==> config.mk <==
export PLATFORM = sky130hd
export DESIGN_NAME = line_position_pid_motor_mixer
export DESIGN_NICKNAME = d
export VERILOG_FILES = /design/src/sv/lppm_pkg.sv /design/src/sv/lppm_ctrl.sv /design/src/sv/lppm_dpath.sv /design/src/sv/line_position_pid_motor_mixer.sv
export SDC_FILE = /design/constraint.sdc
export NUM_CORES = 2
export LEC_CHECK = 0
export ABC_AREA = 0
export BUFFER_PORTS_ARGS = -buffer_cell sky130_fd_sc_hd__buf_2
export CORE_ASPECT_RATIO = 0.75
export CORE_MARGIN = 10
export CORE_UTILIZATION = 36
export DETAILED_ROUTE_END_ITERATION = 10
export RECOVER_POWER = 50
export SLEW_MARGIN = 15
export SYNTH_ARGS = -nofsm -noshare
export SYNTH_HDL_FRONTEND = slang
export SYNTH_SLANG_ARGS = --single-unit
==> constraint.sdc <==
create_clock -name clock -period 15.8 [get_ports clock]
set_input_delay 0.79 -clock clock [delete_from_list [all_inputs] [get_ports clock]]
set_output_delay 0.79 -clock clock [all_outputs]
set_load 0.005 [all_outputs]
==> src/sv/lppm_pkg.sv <==
// Shared types and constants of the line-position PID motor mixer.
`default_nettype none

package lppm_pkg;

   localparam int GAIN_W   = 16;
   localparam int INTEG_W  = 18;
   localparam int DUTY_W   = 7;
   localparam int TURN_W   = 16;
   localparam int MAX_DUTY = 100;

   localparam logic [2:0] CSR_PROP_GAIN   = 3'd0;
   localparam logic [2:0] CSR_INTEG_GAIN  = 3'd1;
   localparam logic [2:0] CSR_DERIV_GAIN  = 3'd2;
   localparam logic [2:0] CSR_INTEG_LIMIT = 3'd3;
   localparam logic [2:0] CSR_BASE_DUTY   = 3'd4;

   typedef enum logic [1:0] {
      SEL_ERR,
      SEL_INTEG,
      SEL_DIFF
   } mul_sel_type;

   typedef struct packed {
      logic signed [GAIN_W-1:0] prop_gain;
      logic signed [GAIN_W-1:0] integ_gain;
      logic signed [GAIN_W-1:0] deriv_gain;
      logic [15:0]              integ_limit;
      logic [DUTY_W-1:0]        base_duty;
   } cfg_type;

   typedef struct packed {
      logic        load;
      logic        div_step;
      logic        integ;
      logic        mul_en;
      mul_sel_type mul_sel;
      logic        sum_load;
      logic        sum_add;
      logic        turn_en;
      logic        out_load;
   } cmd_type;

   typedef struct packed {
      logic lost;
   } status_type;

endpackage

`default_nettype wire

==> src/sv/lppm_ctrl.sv <==
// Sequencer that steps one sample through division, integration, multiplies and mixing.
`default_nettype none

module lppm_ctrl #(
   parameter int FRAC_BITS = 8
) (
   input  wire                 clock,
   input  wire                 reset,
   input  wire                 req_valid,
   output logic                req_ready,
   output logic                rsp_valid,
   input  wire                 rsp_ready,
   input  lppm_pkg::status_type status,
   output lppm_pkg::cmd_type    cmd
);
   import lppm_pkg::*;

   localparam int DIV_W = FRAC_BITS + 2;
   localparam int CNT_W = $clog2(DIV_W);

   typedef enum logic [3:0] {
      ST_IDLE,
      ST_DIVIDE,
      ST_INTEG,
      ST_MUL_P,
      ST_MUL_I,
      ST_MUL_D,
      ST_SUM_D,
      ST_TURN,
      ST_DONE
   } state_type;

   state_type        state_ff, state_in;
   logic [CNT_W-1:0] cnt_ff, cnt_in;
   logic             rsp_valid_ff, rsp_valid_in;
   logic             out_free;

   always_comb begin
      state_in     = state_ff;
      cnt_in       = cnt_ff;
      rsp_valid_in = rsp_valid_ff;
      cmd          = '0;
      out_free     = !rsp_valid_ff || rsp_ready;
      if (rsp_valid_ff && rsp_ready) begin
         rsp_valid_in = 1'b0;
      end
      case (state_ff)
         ST_IDLE: begin
            if (req_valid) begin
               cmd.load = 1'b1;
               cnt_in   = '0;
               state_in = ST_DIVIDE;
            end
         end
         ST_DIVIDE: begin
            if (status.lost) begin
               state_in = ST_INTEG;
            end else begin
               cmd.div_step = 1'b1;
               cnt_in       = cnt_ff + 1'b1;
               if (cnt_ff == CNT_W'(DIV_W - 1)) begin
                  state_in = ST_INTEG;
               end
            end
         end
         ST_INTEG: begin
            cmd.integ = 1'b1;
            state_in  = ST_MUL_P;
         end
         ST_MUL_P: begin
            cmd.mul_en  = 1'b1;
            cmd.mul_sel = SEL_ERR;
            state_in    = ST_MUL_I;
         end
         ST_MUL_I: begin
            cmd.mul_en   = 1'b1;
            cmd.mul_sel  = SEL_INTEG;
            cmd.sum_load = 1'b1;
            state_in     = ST_MUL_D;
         end
         ST_MUL_D: begin
            cmd.mul_en  = 1'b1;
            cmd.mul_sel = SEL_DIFF;
            cmd.sum_add = 1'b1;
            state_in    = ST_SUM_D;
         end
         ST_SUM_D: begin
            cmd.sum_add = 1'b1;
            state_in    = ST_TURN;
         end
         ST_TURN: begin
            cmd.turn_en = 1'b1;
            state_in    = ST_DONE;
         end
         ST_DONE: begin
            if (out_free) begin
               cmd.out_load = 1'b1;
               rsp_valid_in = 1'b1;
               state_in     = ST_IDLE;
            end
         end
         default: begin
            state_in = ST_IDLE;
         end
      endcase
   end

   always_ff @(posedge clock) begin
      if (reset) begin
         state_ff     <= ST_IDLE;
         cnt_ff       <= '0;
         rsp_valid_ff <= 1'b0;
      end else begin
         state_ff     <= state_in;
         cnt_ff       <= cnt_in;
         rsp_valid_ff <= rsp_valid_in;
      end
   end

   assign req_ready = (state_ff == ST_IDLE);
   assign rsp_valid = rsp_valid_ff;

   a_accept_starts_divide: assert property (@(posedge clock) disable iff (reset)
      req_valid && req_ready |=> state_ff == ST_DIVIDE)
      else $error("accepted transaction did not start the division");

   a_load_when_free: assert property (@(posedge clock) disable iff (reset)
      cmd.out_load |-> (!rsp_valid_ff || rsp_ready))
      else $error("result overwritten before its transaction completed");

   a_load_sets_valid: assert property (@(posedge clock) disable iff (reset)
      cmd.out_load |=> rsp_valid_ff)
      else $error("result loaded without raising valid");

   a_no_accept_while_busy: assert property (@(posedge clock) disable iff (reset)
      state_ff != ST_IDLE |-> !req_ready)
      else $error("input accepted while a sample is in progress");

   a_div_count_range: assert property (@(posedge clock) disable iff (reset)
      state_ff == ST_DIVIDE |-> cnt_ff < DIV_W)
      else $error("division step counter out of range");

endmodule

`default_nettype wire

==> src/sv/lppm_dpath.sv <==
// Datapath: error divider, integrator, shared gain multiplier, turn scaling and duty mixer.
`default_nettype none

module lppm_dpath #(
   parameter int FRAC_BITS = 8
) (
   input  wire                              clock,
   input  wire                              reset,
   input  lppm_pkg::cmd_type                cmd,
   input  lppm_pkg::cfg_type                cfg,
   input  wire  [4:0]                       req_line_bits,
   output lppm_pkg::status_type             status,
   output logic [lppm_pkg::DUTY_W-1:0]      rsp_left_duty,
   output logic [lppm_pkg::DUTY_W-1:0]      rsp_right_duty,
   output logic signed [lppm_pkg::TURN_W-1:0] rsp_turn_value,
   output logic                             rsp_line_lost
);
   import lppm_pkg::*;

   localparam int DIV_W  = FRAC_BITS + 2;
   localparam int ERR_W  = FRAC_BITS + 3;
   localparam int DIFF_W = FRAC_BITS + 4;
   localparam int OP_W   = (INTEG_W > DIFF_W) ? INTEG_W : DIFF_W;
   localparam int PROD_W = GAIN_W + OP_W;
   localparam int SUM_W  = PROD_W + 2;
   localparam int ISUM_W = ((INTEG_W > ERR_W) ? INTEG_W : ERR_W) + 1;
   localparam int MIX_W  = TURN_W + 2;

   localparam logic signed [SUM_W-1:0] BIAS =
      {{(SUM_W - 2 * FRAC_BITS){1'b0}}, {(2 * FRAC_BITS){1'b1}}};
   localparam logic signed [SUM_W-1:0] TURN_MAX = SUM_W'(32767);
   localparam logic signed [SUM_W-1:0] TURN_MIN = ~TURN_MAX;
   localparam logic signed [MIX_W-1:0] DUTY_TOP = MIX_W'(MAX_DUTY);

   // Sample decode.
   logic signed [2:0] wsum;
   logic [2:0]        count;
   logic [1:0]        mag;

   // Divider.
   logic [DIV_W-1:0] dvd_ff;
   logic [DIV_W-1:0] quo_ff;
   logic [2:0]       rem_ff;
   logic [2:0]       div_ff;
   logic             neg_ff;
   logic             lost_ff;
   logic [3:0]       trial;
   logic             ge;

   // Integrator and error history.
   logic signed [ERR_W-1:0]   quo_s;
   logic signed [ERR_W-1:0]   err_in;
   logic signed [ERR_W-1:0]   last_err_ff;
   logic signed [INTEG_W-1:0] integ_ff;
   logic signed [DIFF_W-1:0]  diff_ff;
   logic signed [ISUM_W-1:0]  isum;
   logic signed [ISUM_W-1:0]  lim_pos;
   logic signed [ISUM_W-1:0]  lim_neg;
   logic signed [ISUM_W-1:0]  iclamp;

   // Multiply-accumulate.
   logic signed [GAIN_W-1:0] gain_sel;
   logic signed [OP_W-1:0]   op_sel;
   logic signed [PROD_W-1:0] prod_ff;
   logic signed [SUM_W-1:0]  sum_ff;

   // Turn and mixer.
   logic signed [SUM_W-1:0]  biased;
   logic signed [SUM_W-1:0]  shifted;
   logic signed [TURN_W-1:0] turn_in;
   logic signed [TURN_W-1:0] turn_ff;
   logic signed [MIX_W-1:0]  base_s;
   logic signed [MIX_W-1:0]  left_raw;
   logic signed [MIX_W-1:0]  right_raw;
   logic signed [MIX_W-1:0]  left_cl;
   logic signed [MIX_W-1:0]  right_cl;

   logic [DUTY_W-1:0]        left_ff;
   logic [DUTY_W-1:0]        right_ff;
   logic signed [TURN_W-1:0] turn_out_ff;
   logic                     lost_out_ff;

   always_comb begin
      wsum  = $signed({2'b00, req_line_bits[3]}) + $signed({1'b0, req_line_bits[4], 1'b0})
            - $signed({2'b00, req_line_bits[1]}) - $signed({1'b0, req_line_bits[0], 1'b0});
      count = {2'b00, req_line_bits[0]} + {2'b00, req_line_bits[1]}
            + {2'b00, req_line_bits[2]} + {2'b00, req_line_bits[3]}
            + {2'b00, req_line_bits[4]};
      mag   = wsum[2] ? 2'(-wsum) : wsum[1:0];
   end

   assign trial = {rem_ff, dvd_ff[DIV_W-1]};
   assign ge    = (trial >= {1'b0, div_ff});

   always_ff @(posedge clock) begin
      if (cmd.load) begin
         dvd_ff  <= {mag, {FRAC_BITS{1'b0}}};
         quo_ff  <= '0;
         rem_ff  <= '0;
         div_ff  <= count;
         neg_ff  <= wsum[2];
         lost_ff <= (count == 3'd0);
      end else if (cmd.div_step) begin
         dvd_ff <= dvd_ff << 1;
         quo_ff <= {quo_ff[DIV_W-2:0], ge};
         rem_ff <= ge ? 3'(trial - {1'b0, div_ff}) : trial[2:0];
      end
   end

   assign status.lost = lost_ff;

   always_comb begin
      quo_s   = $signed({1'b0, quo_ff});
      err_in  = lost_ff ? last_err_ff : (neg_ff ? -quo_s : quo_s);
      isum    = ISUM_W'(integ_ff) + ISUM_W'(err_in);
      lim_pos = $signed({{(ISUM_W - 16){1'b0}}, cfg.integ_limit});
      lim_neg = -lim_pos;
      if (err_in == '0) begin
         iclamp = '0;
      end else if (isum > lim_pos) begin
         iclamp = lim_pos;
      end else if (isum < lim_neg) begin
         iclamp = lim_neg;
      end else begin
         iclamp = isum;
      end
   end

   always_ff @(posedge clock) begin
      if (reset) begin
         integ_ff    <= '0;
         last_err_ff <= '0;
      end else if (cmd.integ) begin
         integ_ff    <= INTEG_W'(iclamp);
         last_err_ff <= err_in;
      end
   end

   always_ff @(posedge clock) begin
      if (cmd.integ) begin
         diff_ff <= DIFF_W'(err_in) - DIFF_W'(last_err_ff);
      end
   end

   always_comb begin
      case (cmd.mul_sel)
         SEL_ERR: begin
            gain_sel = cfg.prop_gain;
            op_sel   = OP_W'(last_err_ff);
         end
         SEL_INTEG: begin
            gain_sel = cfg.integ_gain;
            op_sel   = OP_W'(integ_ff);
         end
         SEL_DIFF: begin
            gain_sel = cfg.deriv_gain;
            op_sel   = OP_W'(diff_ff);
         end
         default: begin
            gain_sel = '0;
            op_sel   = '0;
         end
      endcase
   end

   always_ff @(posedge clock) begin
      if (cmd.mul_en) begin
         prod_ff <= gain_sel * op_sel;
      end
      if (cmd.sum_load) begin
         sum_ff <= SUM_W'(prod_ff);
      end else if (cmd.sum_add) begin
         sum_ff <= sum_ff + SUM_W'(prod_ff);
      end
   end

   always_comb begin
      biased  = sum_ff + (sum_ff[SUM_W-1] ? BIAS : '0);
      shifted = biased >>> (2 * FRAC_BITS);
      if (shifted > TURN_MAX) begin
         turn_in = TURN_W'(TURN_MAX);
      end else if (shifted < TURN_MIN) begin
         turn_in = TURN_W'(TURN_MIN);
      end else begin
         turn_in = TURN_W'(shifted);
      end
   end

   always_ff @(posedge clock) begin
      if (cmd.turn_en) begin
         turn_ff <= turn_in;
      end
   end

   always_comb begin
      base_s    = $signed({{(MIX_W - DUTY_W){1'b0}}, cfg.base_duty});
      left_raw  = base_s + MIX_W'(turn_ff);
      right_raw = base_s - MIX_W'(turn_ff);
      if (left_raw < 0) begin
         left_cl = '0;
      end else if (left_raw > DUTY_TOP) begin
         left_cl = DUTY_TOP;
      end else begin
         left_cl = left_raw;
      end
      if (right_raw < 0) begin
         right_cl = '0;
      end else if (right_raw > DUTY_TOP) begin
         right_cl = DUTY_TOP;
      end else begin
         right_cl = right_raw;
      end
   end

   always_ff @(posedge clock) begin
      if (cmd.out_load) begin
         left_ff     <= left_cl[DUTY_W-1:0];
         right_ff    <= right_cl[DUTY_W-1:0];
         turn_out_ff <= turn_ff;
         lost_out_ff <= lost_ff;
      end
   end

   assign rsp_left_duty  = left_ff;
   assign rsp_right_duty = right_ff;
   assign rsp_turn_value = turn_out_ff;
   assign rsp_line_lost  = lost_out_ff;

endmodule

`default_nettype wire

==> src/sv/line_position_pid_motor_mixer.sv <==
// Top level of the line-position PID motor mixer: register file, sequencer and datapath.
//
//   Channel  Direction  Handshake               Payload
//   req      in         req_valid / req_ready   req_line_bits
//   rsp      out        rsp_valid / rsp_ready   rsp_left_duty, rsp_right_duty,
//                                               rsp_turn_value, rsp_line_lost
//   csr      in         csr_valid / csr_ready   csr_index, csr_data
//
// The time from one sample's acceptance to the next acceptance is set by the
// bit-serial error divider and the single shared gain multiplier; a sample with
// no line bit set skips the division steps of the divider.
// Results sit in an output register, so a new sample is accepted while one waits.
// A stalled result holds the sequencer in its last step until that transaction completes.
// Reset is synchronous; it clears the integral and the stored error and loads the
// register defaults. Register writes are always accepted.
`default_nettype none

module line_position_pid_motor_mixer #(
   parameter int FRAC_BITS = 8
) (
   input  wire                clock,
   input  wire                reset,
   input  wire                req_valid,
   output logic               req_ready,
   input  wire  [4:0]         req_line_bits,
   output logic               rsp_valid,
   input  wire                rsp_ready,
   output logic [6:0]         rsp_left_duty,
   output logic [6:0]         rsp_right_duty,
   output logic signed [15:0] rsp_turn_value,
   output logic               rsp_line_lost,
   input  wire                csr_valid,
   output logic               csr_ready,
   input  wire  [2:0]         csr_index,
   input  wire  [15:0]        csr_data
);
   import lppm_pkg::*;

   cfg_type    cfg_ff, cfg_in;
   cmd_type    cmd;
   status_type status;

   assign csr_ready = 1'b1;

   always_comb begin
      cfg_in = cfg_ff;
      if (csr_valid) begin
         case (csr_index)
            CSR_PROP_GAIN:   cfg_in.prop_gain   = $signed(csr_data);
            CSR_INTEG_GAIN:  cfg_in.integ_gain  = $signed(csr_data);
            CSR_DERIV_GAIN:  cfg_in.deriv_gain  = $signed(csr_data);
            CSR_INTEG_LIMIT: cfg_in.integ_limit = csr_data;
            CSR_BASE_DUTY:   cfg_in.base_duty   = csr_data[DUTY_W-1:0];
            default: begin
            end
         endcase
      end
   end

   always_ff @(posedge clock) begin
      if (reset) begin
         cfg_ff.prop_gain   <= 16'sd3840;
         cfg_ff.integ_gain  <= 16'sd128;
         cfg_ff.deriv_gain  <= 16'sd1280;
         cfg_ff.integ_limit <= 16'd12800;
         cfg_ff.base_duty   <= 7'd50;
      end else begin
         cfg_ff <= cfg_in;
      end
   end

   lppm_ctrl #(
      .FRAC_BITS (FRAC_BITS)
   ) u_ctrl (
      .clock     (clock),
      .reset     (reset),
      .req_valid (req_valid),
      .req_ready (req_ready),
      .rsp_valid (rsp_valid),
      .rsp_ready (rsp_ready),
      .status    (status),
      .cmd       (cmd)
   );

   lppm_dpath #(
      .FRAC_BITS (FRAC_BITS)
   ) u_dpath (
      .clock          (clock),
      .reset          (reset),
      .cmd            (cmd),
      .cfg            (cfg_ff),
      .req_line_bits  (req_line_bits),
      .status         (status),
      .rsp_left_duty  (rsp_left_duty),
      .rsp_right_duty (rsp_right_duty),
      .rsp_turn_value (rsp_turn_value),
      .rsp_line_lost  (rsp_line_lost)
   );

endmodule

`default_nettype wire
Yosys cells after proc, flatten, opt, wreduce, memory -nomap -nowiden
Cells that the tools add are included.
{"block": "word_totals", "regBits": 258, "input_bits": 29, "output_inout_bits": 34, "wordCells": 133}
{"block": "classes", "n_addsub": 18, "multipliers": 1, "order_cmp": 9, "n_eq_ne": 19, "n_mux": 39, "n_reduce_logical": 21}
{"cell": "36-bit two-way mux", "count": 2}
{"cell": "18-bit two-way mux", "count": 3}
{"cell": "18-bit case mux with 3 select lines", "count": 1}
{"cell": "16-bit case mux with 3 select lines", "count": 1}
{"cell": "36-bit by 16-bit adder with 36-bit output", "count": 1}
{"cell": "36-bit by 34-bit adder with 36-bit output", "count": 1}
{"cell": "4-bit case mux with 9 select lines", "count": 1}
{"cell": "17-bit by 8-bit greater-than comparator with 1-bit output, second input constant", "count": 2}
{"cell": "17-bit by 1-bit less-than comparator with 1-bit output, second input constant", "count": 2}
{"cell": "16-bit by 18-bit multiplier with 34-bit output", "count": 1}
{"cell": "16-bit two-way mux", "count": 2}
{"cell": "4-bit two-way mux", "count": 6}
{"cell": "11-bit two-way mux", "count": 2}
{"cell": "20-bit by 16-bit greater-than comparator with 1-bit output, second input constant", "count": 1}
{"cell": "20-bit by 16-bit less-than comparator with 1-bit output, second input constant", "count": 1}
{"cell": "10-bit two-way mux", "count": 2}
{"cell": "18-bit by 11-bit adder with 19-bit output", "count": 1}
{"cell": "19-bit by 17-bit greater-than comparator with 1-bit output", "count": 1}
{"cell": "19-bit less-than comparator", "count": 1}
{"cell": "16-bit negator with 19-bit output", "count": 1}
{"cell": "8-bit by 16-bit adder with 17-bit output", "count": 1}
{"cell": "8-bit by 16-bit subtractor with 17-bit output", "count": 1}
{"cell": "4-bit by 3-bit == test with 1-bit output, second input constant", "count": 4}
{"cell": "7-bit two-way mux", "count": 2}
{"cell": "37 further kinds", "count": 66}

Longest topological paths before layout
{"block": "logic_depth", "depth_word": 8, "ltp_mapped": 31, "ltp_nobuf": 29}

Modules after synthesis
A second synthesis with hierarchy kept.
{"block": "unflattened", "hier_cells": 3000, "hier_area_um2": 27435.1}
{"module": "lppm_dpath", "instances": 1, "cells_per_inst": 2662, "area_each_um2": 23979.2, "seq_area_each_um2": 4924.7}
{"module": "line_position_pid_motor_mixer", "instances": 1, "cells_per_inst": 271, "area_each_um2": 2894.0, "seq_area_each_um2": 1421.4}
{"module": "lppm_ctrl", "instances": 1, "cells_per_inst": 67, "area_each_um2": 561.8, "seq_area_each_um2": 180.2}

Worst setup path after synthesis
OpenSTA, ideal clock, no wires.
{"block": "synth_timing", "path_kind": "register to register", "start": "reg u_ctrl.state_ff[1]", "end": "reg u_dpath.prod_ff[32] (data pin)", "setup_ps": 259, "arrival_ps": 7645, "required_time_ps": 15541, "setup_slack_ps": 7897, "path_stages_with_launch": 28, "n_path_buf": 4, "synth_period_minus_slack_ps": 7903, "cell_sequence": "dfxtp_1 > clkbuf_1 > nand2b_1 > or2_2 > clkbuf_1 > clkbuf_1 > a221oi_1 > clkbuf_1 > nor2_1 > fa_1 > inv_1 > fa_1 > fa_1 > inv_1 > fa_1 > fa_1 > inv_1 > fa_1 > inv_1 > ha_1 > nand4_1 > or4b_2 > a31oi_1 > o21ai_0 > a211oi_1 > o311ai_0 > nand2_1 > xor2_1"}
{"block": "synth_via", "elab_chain_cells": 5, "word_cells_on_any_way": 10, "cone_classes": "mul: 1; eq/ne: 5; mux: 3; reduce/logical: 1"}
{"item": "start, declared", "line": "lppm_ctrl.sv:33", "rtl": "state_type state_ff, state_in;"}
{"item": "start signal, assigned", "line": "lppm_ctrl.sv:114", "rtl": "state_ff <= state_in;"}
{"item": "4-bit by 3-bit == test with 1-bit output / 4-bit by 2-bit == test with 1-bit output (equally long branches)", "line": "lppm_ctrl.sv:47", "rtl": "case (state_ff)"}
{"item": "3-bit case mux with 3 select lines *", "line": "lppm_ctrl.sv:47"}
{"item": "2-bit == test (tied with other cells)", "line": "lppm_dpath.sv:146", "rtl": "case (cmd.mul_sel)"}
{"item": "16-bit case mux with 3 select lines / 18-bit case mux with 3 select lines (equally long branches)", "line": "lppm_dpath.sv:146"}
{"item": "16-bit by 18-bit multiplier with 34-bit output *", "line": "lppm_dpath.sv:168", "rtl": "prod_ff <= gain_sel * op_sel;"}
{"item": "end signal, assigned", "line": "lppm_dpath.sv:168"}
{"item": "end, declared", "line": "lppm_dpath.sv:64", "rtl": "logic signed [PROD_W-1:0] prod_ff;"}
Every way passes the cells marked *; elsewhere a longest branch is shown, timed or not.
A chain may end at the register's enable or synchronous reset.

Worst setup path after layout
{"block": "layout_timing", "start": "reg u_ctrl.state_ff[0]", "end": "reg u_dpath.prod_ff[32] (data pin)"}
The elaborated chain is that of the path after synthesis.

==> results.sh <==
export IMPL_status="finished with violations"
export IMPL_violations="max-capacitance violations, max-slew violations"
export IMPL_fin_skew_ns=0.00852
export IMPL_core_um2=73600
export IMPL_ios=63
export IMPL_max_freq_ghz=0.0991
export IMPL_rsz0062_at_grt="false"
export IMPL_hpwlAfterDp_um=56200
export IMPL_post_cts_resized=0
export IMPL_track_usage=0.162
export IMPL_syn_inst=3039
export IMPL_cp_arrival_ns=10.43
export IMPL_nets=3628
export IMPL_synth_area_um2=26800
export IMPL_r2r_worst_path_cells=22
export IMPL_initial_utilization=0.364
export IMPL_path_common_cell="fa_1"
export IMPL_maxCapViolations=6
export IMPL_start_kind="flip-flop"
export IMPL_synth_edff_count=136
export IMPL_holdBufCountCts=0
export IMPL_crit_buf_inv=4
export IMPL_grt_pass1_wl_um=114000
export IMPL_io_buffers=61
export IMPL_cts_buffers_inserted=29
export IMPL_antenna_found_initial=0
export IMPL_chipHeight_um=256
export IMPL_maxSlewViolCount=240
export IMPL_post_cts_setup_buffers=0
export IMPL_grt_pass1_vias=20600
export IMPL_p_leak_nw=12.8
export IMPL_grt_max_degree=59
export IMPL_hold_violations=0
export IMPL_path_cells="clkbuf_1, or3_1, clkbuf_1, o21ai_0, nor2_1, fa_1, fa_1, fa_1, fa_1, fa_1, inv_1, fa_1, inv_1, ha_1, nand4_1, or4b_2, a31oi_1, o21ai_0, a211oi_1, o311ai_0, nand2_1, xor2_1"
export IMPL_finalSetupViolations=0
export IMPL_max_stage_delay_ns=1.39
export IMPL_synth_top_area_cell="fa_1"
export IMPL_yosys_warnings=0
export IMPL_num_fill_cells=7485
export IMPL_min_period_ns=10.09
export IMPL_crit_cells=22
export IMPL_drt_total_wl_um=69300
export IMPL_path_class="flip-flop to flip-flop"
export IMPL_end_kind="flip-flop"
export IMPL_syn_avg_cell_area_um2=8.81
export IMPL_gp_congestion=0.938
export IMPL_ys_seq_area_frac=0.244
export IMPL_worstPathRequired_ns=16.14
export IMPL_drive_gt1_frac=0.0500
export IMPL_finalSetupTns_ns=0
export IMPL_synth_area_leaders="fa_1, edfxtp_1, ha_1, dfxtp_1, inv_1"
export IMPL_die_w_um=335
export IMPL_slowest_stage="clkbuf_1"
export IMPL_ys_types=83
export IMPL_synthArstFlopShare=0
export IMPL_drtPass1Iterations=6
export IMPL_clockBufferDepth=3
export IMPL_drt_initial_drc_count=1764
export IMPL_syn_nets=3590
export IMPL_cts_tree="yes"
export IMPL_drc_errors=0
export IMPL_area_growth_pct=9.10
export IMPL_insertion_delay_ns=0.59
export IMPL_irDropWorstVdd_v=0.0000699
export IMPL_min_delay_path_depth=2
export IMPL_rows=86
export IMPL_clk_pin_slew_ns=0.06
export IMPL_cts_sinks=258
export IMPL_viasPerCell=5.19
export IMPL_hold_path_class="flip-flop to flip-flop"
export IMPL_synth_main_ff_cell="edfxtp_1"
export IMPL_worst_pin_slew_ns=2.67
export IMPL_maxSlewHeadroom=-0.778
export IMPL_crit_family="adder cells"
export IMPL_crit_fanout=38
export IMPL_root_buffer="clkbuf_16"
export IMPL_drt_wirelength_per_cell_um=17.0
export IMPL_htreeDepth=1
export IMPL_gr_total_overflow=0
export IMPL_dieArea_um2=85800
export IMPL_netlist_area_leader_share=0.224
export IMPL_power_per_cell_area_nw_per_um2=76.5
export IMPL_antenna_cells=0
export IMPL_min_period_over_period=0.639
export IMPL_ys_seq_elements=258
export IMPL_fin_util=0.397
export IMPL_ant_nets=0
export IMPL_via_count=21100
[registers in the layout (all words and copies together), names as in the netlist, 7 cells and up]
signal and flops:
u_dpath.rsp_right_duty 7, u_dpath.diff_ff 12, u_dpath.quo_ff 10, u_dpath.integ_ff 18
cfg_ff 71, u_dpath.rsp_left_duty 7, u_dpath.rsp_turn_value 16, u_dpath.sum_ff 36
u_dpath.last_err_ff 11, u_dpath.prod_ff 34, u_dpath.turn_ff 16
[worst paths after layout]
kind                      start             endpoint  slack [ns]
max          u_ctrl.state_ff[0]  u_dpath.prod_ff[32]        5.71
min                  cfg_ff[23]           cfg_ff[23]        0.45
max reg2reg  u_ctrl.state_ff[0]  u_dpath.prod_ff[32]        5.71
min reg2reg          cfg_ff[23]           cfg_ff[23]        0.45
[cell usage after synthesis (10+ instances only)]
library cell / n
or3_1: 11
a31oi_1: 16
clkbuf_1: 83
edfxtp_1: 136
nor4_1: 11
xor2_1: 44
dfxtp_1: 122
nand4_1: 15
o211ai_1: 10
o21a_1: 14
a211oi_1: 10
fa_1: 299
a21boi_0: 14
nand3_1: 28
nor2_1: 293
a21oi_1: 222
and3_1: 55
o21bai_1: 14
nand2_1: 386
a221oi_1: 26
a21o_1: 42
nor3_1: 44
a22o_1: 11
nor2b_1: 27
a221o_1: 20
nand2b_1: 24
xnor2_1: 93
ha_1: 223
o221ai_1: 14
nand3b_1: 17
o21ai_0: 110
or2_2: 15
inv_1: 480
[placed cells by master, fill, tap and decap left out, drive strengths merged, types with 8 or more instances in the layout]
cell type,netlist,routed
nand3b,17,17
or3,11,11
buf,9,58
o21ai,115,115
o22ai,8,8
ha,223,223
a221oi,27,27
a22o,11,11
xnor2,93,93
a221o,20,20
nor2b,27,27
fa,299,299
and3,55,55
nand4,15,15
nor3,44,44
a21o,42,42
xor2,44,44
or2,17,17
o221ai,14,14
inv,480,481
dfxtp,122,122
nor2,293,293
o211ai,10,10
nand2b,24,24
edfxtp,136,136
a21boi,14,14
o21bai,14,14
a21oi,222,222
nand3,28,28
and2,8,8
o21a,14,14
nor4,11,11
a211oi,10,10
nand2,386,386
a31oi,17,17
clkbuf,84,85
[worst min-delay path, cell delays in order, from the launching register on]
cell     delay (ns)
dfxtp_1        0.31
nand2_1        0.05
a21oi_1        0.05
[power breakdown]
part	internal [mW]	leakage [nW]	switching [mW]	total, mW
logic	0.291	10.1	0.468	0.759
clock network	0.405	0.490	0.293	0.698
registers	0.751	2.23	0.0261	0.777
total	1.45	12.8	0.787	2.23
[per-stage QoR]
step / power, mW / cell area, um^2 / worst slack, ns / hold slack (ns) / instances
2_1_floorplan: 1.34 / 26800 / 7.90 / 0.432 / 3039
3_3_place_gp: 1.54 / 28300 / 7.26 / 0.441 / 4011
3_5_place_dp: 1.54 / 28300 / 7.12 / 0.445 / 4012
4_1_cts: 2.25 / 29200 / 7.07 / 0.453 / 4065
5_1_grt: 2.39 / 29200 / 5.17 / 0.468 / 4067
6_report: 2.23 / 29200 / 5.71 / 0.454 / 4067
[metal layers]
layer	GRT usage	share of wire
met5	0	0
met1	0.253	0.50
met4	0.0196	0.013
met2	0.234	0.41
met3	0.0289	0.076
[cell type report]
type | instances | area, um^2 | share of cell area
Multi-Input combinational cell | 2208 | 18100 | 0.621
Sequential cell | 258 | 6530 | 0.223
Inverter | 480 | 1800 | 0.0617
Tap cell | 968 | 1210 | 0.0415
Clock buffer | 43 | 886 | 0.0303
Timing Repair Buffer | 100 | 549 | 0.0188
Clock inverter | 10 | 92.6 | 0.00317
[logic make-up (layout without fill, tap and decap cells)]
group                      Yosys count  after routing  share of synthesized area
other                                1              1                   0.000140
buffers and inverters              573            633                     0.0810
and+or+nand+nor                    956            956                      0.159
adders and majority gates          522            522                      0.328
muxes                                7              7                    0.00280
DFF                                258            258                      0.244
xor gates and xnor gates           137            137                     0.0448
AOI/OAI and AO/OA                  585            585                      0.140
(Power assumes the default switching activity.)
